`src/hdl/lirs_pkg.sv`:
```
// Shared constants for the linear interpolation resampler
package lirs_pkg;

    // Phase accumulator and increment register width (unsigned fixed point)
    localparam int unsigned PHASE_W = 32;

endpackage

```
`src/hdl/lirs_sample_if.sv`:
```
// Valid/ready channel carrying one input sample per request
interface lirs_sample_if #(
    parameter int SAMPLE_WIDTH = 24
);
    logic                           valid;
    logic                           ready;
    logic signed [SAMPLE_WIDTH-1:0] in_sample;

    modport source (output valid, output in_sample, input ready);
    modport sink   (input valid, input in_sample, output ready);
endinterface

```
`src/hdl/lirs_result_if.sv`:
```
// Valid/ready channel carrying one interpolated sample per request
interface lirs_result_if #(
    parameter int SAMPLE_WIDTH = 24
);
    logic                           valid;
    logic                           ready;
    logic signed [SAMPLE_WIDTH-1:0] out_sample;
    logic                           last_of_run;

    modport source (output valid, output out_sample, output last_of_run, input ready);
    modport sink   (input valid, input out_sample, input last_of_run, output ready);
endinterface

```
`src/hdl/lirs_mac.sv`:
```
// Shared multiply-round-add unit: base + round((diff * frac) / 2^FRAC_BITS)
module lirs_mac #(
    parameter int SAMPLE_WIDTH = 24,
    parameter int FRAC_BITS    = 24
) (
    input  logic                           clk,
    input  logic                           rst_n,
    input  logic                           load,
    input  logic signed [SAMPLE_WIDTH:0]   diff,
    input  logic        [FRAC_BITS-1:0]    frac,
    input  logic signed [SAMPLE_WIDTH-1:0] base,
    output logic signed [SAMPLE_WIDTH-1:0] result
);

    localparam int PW = SAMPLE_WIDTH + FRAC_BITS + 2;
    localparam int QW = PW - FRAC_BITS;
    localparam logic [PW-1:0] ROUND_HALF =
        {{(PW - FRAC_BITS){1'b0}}, 1'b1, {(FRAC_BITS - 1){1'b0}}};

    logic signed [PW-1:0] prod_reg;
    logic signed [PW-1:0] prod_next;
    logic signed [PW-1:0] rounded;
    logic signed [QW-1:0] quot;
    logic signed [QW-1:0] sum;

    // Product stage: signed difference times unsigned fraction
    assign prod_next = PW'(diff) * PW'($signed({1'b0, frac}));

    always_ff @(posedge clk or negedge rst_n)
    begin
        if (!rst_n)
        begin
            prod_reg <= '0;
        end
        else if (load)
        begin
            prod_reg <= prod_next;
        end
    end

    // Round half up, floor shift, then add the base sample
    assign rounded = prod_reg + $signed(ROUND_HALF);
    assign quot    = rounded[PW-1:FRAC_BITS];
    assign sum     = QW'(base) + quot;
    assign result  = sum[SAMPLE_WIDTH-1:0];

endmodule

```
`src/hdl/linear_interp_resampler_unit.sv`:
```
// Linear interpolation resampler: one sample in, zero to MAX_OUTPUTS results out.
// An input request is taken in the idle state; each result then goes through the
// multiply, round-and-add and present states, holding in the last until the output
// side takes it; one shared multiplier serves all results. An item that only
// consumes phase yields no result. With an increment of exactly one the sample
// passes through as a single result, from idle straight to the present state.
// The block takes no new sample until the last result of the current one has been
// taken. phase_increment is unsigned with FRAC_BITS fraction bits; the user must
// write it through cfg_we / cfg_wdata only while idle, as the block does not check.
module linear_interp_resampler_unit
    import lirs_pkg::*;
#(
    parameter int SAMPLE_WIDTH = 24,
    parameter int FRAC_BITS    = 24,
    parameter int MAX_OUTPUTS  = 64
) (
    input  logic               clk,
    input  logic               rst_n,
    input  logic               cfg_we,
    input  logic [PHASE_W-1:0] cfg_wdata,
    lirs_sample_if.sink        sample_ch,
    lirs_result_if.source      result_ch
);

    localparam int CW = $clog2(MAX_OUTPUTS);
    localparam logic [PHASE_W:0]   PHASE_ONE  = (PHASE_W + 1)'(1) << FRAC_BITS;
    localparam logic [PHASE_W-1:0] INC_RESET  = PHASE_ONE[PHASE_W-1:0];
    localparam logic [CW-1:0]      COUNT_LAST = CW'(MAX_OUTPUTS - 1);

    typedef enum logic [1:0] {
        S_IDLE,
        S_MUL,
        S_ROUND,
        S_OUT
    } state_t;

    state_t                         state_reg;
    logic        [PHASE_W-1:0]      inc_reg;
    logic        [PHASE_W-1:0]      phase_reg;
    logic signed [SAMPLE_WIDTH-1:0] prev_reg;
    logic signed [SAMPLE_WIDTH-1:0] x_reg;
    logic signed [SAMPLE_WIDTH-1:0] out_sample_reg;
    logic                           out_last_reg;
    logic        [CW-1:0]           count_reg;

    logic signed [SAMPLE_WIDTH:0]   diff;
    logic signed [SAMPLE_WIDTH-1:0] mac_result;
    logic        [PHASE_W:0]        phase_sum;
    logic                           phase_wrap;
    logic        [PHASE_W:0]        phase_wrapped;
    logic        [PHASE_W-1:0]      phase_adv_next;
    logic        [PHASE_W:0]        phase_dec;
    logic                           last_next;
    logic                           unity;
    logic                           phase_ge_one;

    // Handshake outputs follow the sequencer state
    assign sample_ch.ready       = (state_reg == S_IDLE);
    assign result_ch.valid       = (state_reg == S_OUT);
    assign result_ch.out_sample  = out_sample_reg;
    assign result_ch.last_of_run = out_last_reg;

    // Entry decisions
    assign unity        = (inc_reg == INC_RESET);
    assign phase_ge_one = ({1'b0, phase_reg} >= PHASE_ONE);
    assign phase_dec    = {1'b0, phase_reg} - PHASE_ONE;

    // Phase advance after each result
    assign phase_sum      = {1'b0, phase_reg} + {1'b0, inc_reg};
    assign phase_wrap     = (phase_sum >= PHASE_ONE);
    assign phase_wrapped  = phase_sum - PHASE_ONE;
    assign phase_adv_next = phase_wrap ? phase_wrapped[PHASE_W-1:0]
                                       : phase_sum[PHASE_W-1:0];
    assign last_next      = phase_wrap || (count_reg == COUNT_LAST);

    // Interpolation operands
    assign diff = (SAMPLE_WIDTH + 1)'(x_reg) - (SAMPLE_WIDTH + 1)'(prev_reg);

    lirs_mac #(
        .SAMPLE_WIDTH (SAMPLE_WIDTH),
        .FRAC_BITS    (FRAC_BITS)
    ) u_mac (
        .clk    (clk),
        .rst_n  (rst_n),
        .load   (state_reg == S_MUL),
        .diff   (diff),
        .frac   (phase_reg[FRAC_BITS-1:0]),
        .base   (prev_reg),
        .result (mac_result)
    );

    // Sequencer and registered outputs
    always_ff @(posedge clk or negedge rst_n)
    begin
        if (!rst_n)
        begin
            state_reg      <= S_IDLE;
            inc_reg        <= INC_RESET;
            phase_reg      <= '0;
            prev_reg       <= '0;
            x_reg          <= '0;
            out_sample_reg <= '0;
            out_last_reg   <= 1'b0;
            count_reg      <= '0;
        end
        else
        begin
            if (cfg_we)
            begin
                inc_reg <= cfg_wdata;
            end

            unique case (state_reg)
                S_IDLE:
                begin
                    if (sample_ch.valid)
                    begin
                        x_reg <= sample_ch.in_sample;
                        priority if (unity)
                        begin
                            // pass-through
                            out_sample_reg <= sample_ch.in_sample;
                            out_last_reg   <= 1'b1;
                            prev_reg       <= sample_ch.in_sample;
                            state_reg      <= S_OUT;
                        end
                        else if (phase_ge_one)
                        begin
                            // downsampling: sample only consumes phase
                            phase_reg <= phase_dec[PHASE_W-1:0];
                            prev_reg  <= sample_ch.in_sample;
                        end
                        else
                        begin
                            count_reg <= '0;
                            state_reg <= S_MUL;
                        end
                    end
                end

                S_MUL:
                begin
                    state_reg <= S_ROUND;
                end

                S_ROUND:
                begin
                    out_sample_reg <= mac_result;
                    out_last_reg   <= last_next;
                    phase_reg      <= phase_adv_next;
                    count_reg      <= count_reg + 1'b1;
                    if (last_next)
                    begin
                        prev_reg <= x_reg;
                    end
                    state_reg <= S_OUT;
                end

                S_OUT:
                begin
                    if (result_ch.ready)
                    begin
                        state_reg <= out_last_reg ? S_IDLE : S_MUL;
                    end
                end
            endcase
        end
    end

endmodule

```
`src/flat_wrapper.sv`:
```
// flat-port wrapper written by rule: the top's interface ports become plain ports
module linear_interp_resampler_unit_flat import lirs_pkg::*;
#(
    parameter int SAMPLE_WIDTH = 24,
    parameter int FRAC_BITS    = 24,
    parameter int MAX_OUTPUTS  = 64
)
  (clk, rst_n, cfg_we, cfg_wdata, sample_ch_valid, sample_ch_in_sample, sample_ch_ready, result_ch_valid, result_ch_out_sample, result_ch_last_of_run, result_ch_ready);
  lirs_sample_if #(.SAMPLE_WIDTH(SAMPLE_WIDTH)) sample_ch_i ();
  lirs_result_if #(.SAMPLE_WIDTH(SAMPLE_WIDTH)) result_ch_i ();
  input  logic clk;
  input  logic rst_n;
  input  logic cfg_we;
  input  logic [PHASE_W-1:0] cfg_wdata;
  input wire logic [$bits(sample_ch_i.valid)-1:0] sample_ch_valid;
  input wire logic [$bits(sample_ch_i.in_sample)-1:0] sample_ch_in_sample;
  output wire logic [$bits(sample_ch_i.ready)-1:0] sample_ch_ready;
  output wire logic [$bits(result_ch_i.valid)-1:0] result_ch_valid;
  output wire logic [$bits(result_ch_i.out_sample)-1:0] result_ch_out_sample;
  output wire logic [$bits(result_ch_i.last_of_run)-1:0] result_ch_last_of_run;
  input wire logic [$bits(result_ch_i.ready)-1:0] result_ch_ready;
  assign sample_ch_i.valid = sample_ch_valid;
  assign sample_ch_i.in_sample = sample_ch_in_sample;
  assign sample_ch_ready = sample_ch_i.ready;
  assign result_ch_valid = result_ch_i.valid;
  assign result_ch_out_sample = result_ch_i.out_sample;
  assign result_ch_last_of_run = result_ch_i.last_of_run;
  assign result_ch_i.ready = result_ch_ready;
  linear_interp_resampler_unit #(.SAMPLE_WIDTH(SAMPLE_WIDTH), .FRAC_BITS(FRAC_BITS), .MAX_OUTPUTS(MAX_OUTPUTS)) u_core (.clk(clk), .rst_n(rst_n), .cfg_we(cfg_we), .cfg_wdata(cfg_wdata), .sample_ch(sample_ch_i), .result_ch(result_ch_i));
endmodule
```
`config.mk`:
```
export PLATFORM = sky130hd
export DESIGN_NAME = linear_interp_resampler_unit_flat
export DESIGN_NICKNAME = d
export VERILOG_FILES = /design/src/hdl/lirs_pkg.sv /design/src/hdl/lirs_sample_if.sv /design/src/hdl/lirs_result_if.sv /design/src/hdl/lirs_mac.sv /design/src/hdl/linear_interp_resampler_unit.sv /design/src/flat_wrapper.sv
export SDC_FILE = /design/constraint.sdc
export NUM_CORES = 2
export LEC_CHECK = 0
export CORE_MARGIN = 10
export CORE_UTILIZATION = 50
export DETAILED_ROUTE_END_ITERATION = 8
export DONT_BUFFER_PORTS = 1
export PLACE_DENSITY = 0.68
export SLEW_MARGIN = 15
export SYNTH_ARGS = -nofsm -noshare
export SYNTH_HDL_FRONTEND = slang
export SYNTH_SLANG_ARGS = --single-unit
```
`constraint.sdc`:
```
create_clock -name clk -period 9 [get_ports clk]
set_clock_uncertainty 0.1 [all_clocks]
set_input_delay 0.9 -clock clk [delete_from_list [all_inputs] [get_ports clk]]
set_output_delay 0.9 -clock clk [all_outputs]
set_load 0.01 [all_outputs]
```
After elaboration in Yosys (flattened, before gate mapping)
Index checks and enable logic that the tools add are counted.
{"block": "totals", "latch_bits": 0, "word_cells": 68, "regBits": 193, "n_memories": 0, "ram_bits": 0, "romBits": 0, "output_inout_bits": 27, "inputBits": 61}
{"block": "classes", "n_shift": 0, "reduce_logical": 9, "n_eq_ne": 14, "multipliers": 1, "n_addsub": 7, "bitwise_logic": 0, "n_mux": 26, "order_cmp": 2, "n_div": 0}
{"op": "$mux 24", "n": 6}
{"op": "$mux 32", "n": 4}
{"op": "$pmux 24 s2", "n": 2}
{"op": "$pmux 32 s2", "n": 1}
{"op": "$sub 32x25->32 const B", "n": 2}
{"op": "$add 48x25->48 const B", "n": 1}
{"op": "$mul 25x25->48", "n": 1}
{"op": "$add 32x32->33", "n": 1}
{"op": "$ge 33x25->1 const B", "n": 1}
{"op": "$eq 32x25->1 const B", "n": 1}
{"op": "$ge 32x25->1 const B", "n": 1}
{"op": "$sub 24x24->25", "n": 1}
{"op": "$add 24x24->24", "n": 1}
{"op": "$mux 6", "n": 3}
{"op": "$pmux 6 s2", "n": 1}
{"op": "$reduce_and 4->1", "n": 3}
{"op": "$mux 2", "n": 4}
{"op": "$ne 2x1->1 const B", "n": 4}
{"op": "$pmux 2 s4", "n": 1}
{"op": "$add 6x1->6 const B", "n": 1}
{"op": "$eq 6x6->1 const B", "n": 1}
{"op": "$ne 2x2->1 const B", "n": 3}
{"op": "$reduce_and 3->1", "n": 2}
{"op": "$eq 2x2->1 const B", "n": 2}
{"op": "9 further kinds", "n": 11}

Logic depth before layout (Yosys ltp)
{"block": "logic_depth", "depth_word": 5, "mapped_depth": 43, "mapped_depth_nobuf": 42}

Modules after synthesis
A second synthesis with hierarchy kept.
{"block": "hier_totals", "cells_unflattened": 3726, "area_unflattened_um2": 34340.4}
{"mod": "lirs_mac", "cells_each": 2654, "seq_area_each_um2": 625.6, "instances": 1, "area_per_inst_um2": 24070.6}
{"mod": "linear_interp_resampler_unit", "cells_each": 1072, "seq_area_each_um2": 3629.7, "instances": 1, "area_per_inst_um2": 10269.8}

Worst setup path after synthesis
OpenSTA, ideal clock, no wires.
{"block": "synth_path", "path_kind": "reg-to-reg", "start": "register u_core.prev_reg[1]", "end": "register u_core.u_mac.prod_reg[46]", "synth_period_minus_slack_ns": 9.663, "t_required_ns": 8.775, "path_stages_with_launch": 40, "setup_time_ns": 0.125, "arrival_time_ns": 9.439, "path_buffers": 1, "path_slack_ns": -0.663, "cell_sequence": "dfrtp_1 > inv_1 > ha_1 > nor2b_1 > o21ai_0 > a21boi_0 > o211ai_1 > a21oi_1 > o31ai_1 > o2111ai_1 > a21oi_1 > o21ai_0 > a311oi_1 > xnor2_1 > clkbuf_1 > nand2_1 > fa_1 > inv_1 > [4 not listed] > fa_1 > fa_1 > inv_1 > fa_1 > fa_1 > inv_1 > ha_1 > a21o_1 > a21o_1 > a211o_1 > and3_1 > a21oi_1 > o21ai_0 > o41ai_1 > o21ai_0 > a21oi_1 > xnor2_1 > mux2_2"}
{"block": "synth_between", "elab_chain_cells": 2}
{"item": "start: declaration", "line_no": "linear_interp_resampler_unit.sv:40", "rtl": "logic signed [SAMPLE_WIDTH-1:0] prev_reg;"}
{"item": "start signal: assignment", "line_no": "linear_interp_resampler_unit.sv:124", "rtl": "prev_reg <= sample_ch.in_sample;"}
{"item": "start signal: assignment", "line_no": "linear_interp_resampler_unit.sv:131", "rtl": "prev_reg <= sample_ch.in_sample;"}
{"item": "start signal: assignment", "line_no": "linear_interp_resampler_unit.sv:154", "rtl": "prev_reg <= x_reg;"}
{"item": "$sub 24x24->25", "line_no": "linear_interp_resampler_unit.sv:77", "rtl": "assign diff = (SAMPLE_WIDTH + 1)'(x_reg) - (SAMPLE_WIDTH + 1)'(prev_reg);"}
{"item": "$mul 25x25->48", "line_no": "lirs_mac.sv:27", "rtl": "assign prod_next = PW'(diff) * PW'($signed({1'b0, frac}));"}
{"item": "end signal: assignment", "line_no": "lirs_mac.sv:37", "rtl": "prod_reg <= prod_next;"}
{"item": "end: declaration", "line_no": "lirs_mac.sv:20", "rtl": "logic signed [PW-1:0] prod_reg;"}
No other way between the ends.
A chain may end at the register's enable or synchronous reset.

Worst setup path in the final report
{"block": "layout_path", "start": "register u_core.prev_reg[1]", "end": "register u_core.u_mac.prod_reg[47]"}
Same word-level chain as after synthesis.

==> impl_metrics.env <==
export IMPL_critical_path_slowest_cell="fa_2"
export IMPL_htreeDepth=4
export IMPL_final_util=0.577
export IMPL_drcViolationCount=0
export IMPL_clockBufferDepth=2
export IMPL_synth_cell_type_count=79
export IMPL_path_depth=43
export IMPL_final_nets=4572
export IMPL_max_slew_margin=0.169
export IMPL_vias=24600
export IMPL_root_buffer="clkbuf_16"
export IMPL_synth_edf_count=0
export IMPL_synth_area_sq_um=32900
export IMPL_critPathKind="reg -> reg"
export IMPL_grt_pass1_vias=26300
export IMPL_synth_area_leaders="fa_1 (37%), dfrtp_1 (13%), ha_1 (8.6%)"
export IMPL_synthFlopType="dfrtp_1"
export IMPL_grt_pass1_wl_mm=142
export IMPL_layout_min_cycle_time_ns=9.41
export IMPL_ant_nets=0
export IMPL_setup_viol=16
export IMPL_die_y_um=276
export IMPL_final_common_cell="inv_1"
export IMPL_grt_max_degree=171
export IMPL_worst_path_max_fanout=7
export IMPL_antenna_found_initial=2
export IMPL_cp_slowest_stage_delay_ns=0.61
export IMPL_async_reset_ff_frac=1.00
export IMPL_ys_seq_elements=170
export IMPL_synthesis_nets=4406
export IMPL_worst_slack_ns=-0.411
export IMPL_violations="negative setup slack"
export IMPL_status="finished, violations left"
export IMPL_cts_tree="built"
export IMPL_cts_sink_count=170
export IMPL_r2r_cells=43
export IMPL_synth_top_area_frac=0.373
export IMPL_layout_common_cells="inv_1 (686), fa_1 (592), nand2_1 (349)"
export IMPL_gp_congestion=0.918
export IMPL_dr_pass1_iters=5
export IMPL_avgSynthCellArea_sq_um=9.38
export IMPL_clock_fmax_mhz=106
export IMPL_start_util=0.507
export IMPL_routed_via_density=5.41
export IMPL_syn_instance_count=3506
export IMPL_grt_usage=0.230
export IMPL_clk_pin_slew_worst_paths_ns=0.07
export IMPL_tightest_slew_ns=1.25
export IMPL_required_ns=9.24
export IMPL_post_route_period_util=1.05
export IMPL_die_x_um=276
export IMPL_yosysTopAreaCell="fa_1"
export IMPL_die_area_sq_um=76400
export IMPL_drv_slew=0
export IMPL_path_buf_inv=10
export IMPL_crit_path_end_kind="register"
export IMPL_synth_seq_area_share=0.129
export IMPL_core_area_sq_um=64800
export IMPL_overflow=0
export IMPL_drt_iter0_drc=1557
export IMPL_row_count=93
export IMPL_cpLargestDelayFamily="adder cells"
export IMPL_grt_setup_unrepaired="yes"
export IMPL_ioPinCount=88
export IMPL_min_delay_path_class="in -> async"
export IMPL_numCtsBuffers=17
export IMPL_wl_per_cell_um=19.1
export IMPL_finalSetupTns_ns=-3.30
export IMPL_clock_latency_ns=0.46
export IMPL_cap_violations=0
export IMPL_crit_arrival_ns=9.65
export IMPL_start_kind="register"
export IMPL_final_hold_viol_count=0
export IMPL_finalWirelength_mm=86.9
export IMPL_drive_gt1_frac=0.165
export IMPL_hold_buffers=0
export IMPL_io_buffers=0
export IMPL_ys_warn_count=0
export IMPL_synthToLayoutAreaGrowth_pct=13.7
export IMPL_crit_path_frequent_cell="fa_1"
export IMPL_dp_slack_ns=-0.611
export IMPL_dp_hpwl_mm=69.7
==> metrics by stage <==
step	instance area, sq um	cells	hold WS [ns]
2_1_floorplan	33000	3506	0.366
3_3_place_gp	35700	4475	0.381
3_5_place_dp	35700	4475	0.389
4_1_cts	36800	4528	0.0156
5_1_grt	37400	4540	0.0166
6_report	37400	4541	0.0327
==> repair_timing <==
action | in CTS | in global routing
setup endpoints to repair | 20 | 25
resized for setup | 78 | 101
pin swaps | 101 | 136
buffers inserted | 20 | 14
gates cloned | 1 | 1
==> metal layers <==
layer,vias to the layer above,GRT usage,wire length [um]
met2,651,0.393,43000
met3,191,0.0264,4050
met5,-,0,18
li1,11200,-,-
met4,2,0.0906,3690
met1,12600,0.294,36100
==> cell usage after synthesis, types with 54 or more instances <==
cell and instances:
a21oi_1 117, fa_1 613, o21ai_0 72, mux2_2 95
inv_1 708, and2_1 306, clkbuf_1 129, xnor2_1 101
mux2i_1 54, nor2_1 96, ha_1 226, nand2_1 359
dfrtp_1 169
==> kinds of logic after synthesis <==
kind of cell / after synthesis / share of synthesized area
flops: 170 / 0.129
simple gates: 983 / 0.152
buf+inv: 858 / 0.101
xor+xnor: 142 / 0.0378
mux: 153 / 0.0508
compound gates: 361 / 0.0703
fa+ha+maj: 839 / 0.459
==> layout make-up <==
cell class	count	area, sq um
well taps	855	1070
multi-input cells	2478	26300
clock buffers	17	425
diodes	1	2.50
clock inverters	15	188
inverters	709	2670
repair buffers	296	2540
flip-flops and latches	170	4260
fillers	5586	27400
==> final timing paths <==
path / start / to / slack [ns]
setup reg to reg: u_core.prev_reg[1] / u_core.u_mac.prod_reg[47] / -0.41
min in group clk: u_core.count_reg[1] / u_core.count_reg[1] / 0.40
setup / recovery: u_core.prev_reg[1] / u_core.u_mac.prod_reg[47] / -0.41
hold / removal: rst_n / u_core.inc_reg[11] / 0.03
max in group asynchronous: rst_n / u_core.u_mac.prod_reg[38] / 8.51
hold reg to reg: u_core.count_reg[1] / u_core.count_reg[1] / 0.40
Power is not shown: default switching activity piles up to over one toggle a cycle in this logic, so the estimate is an artifact.
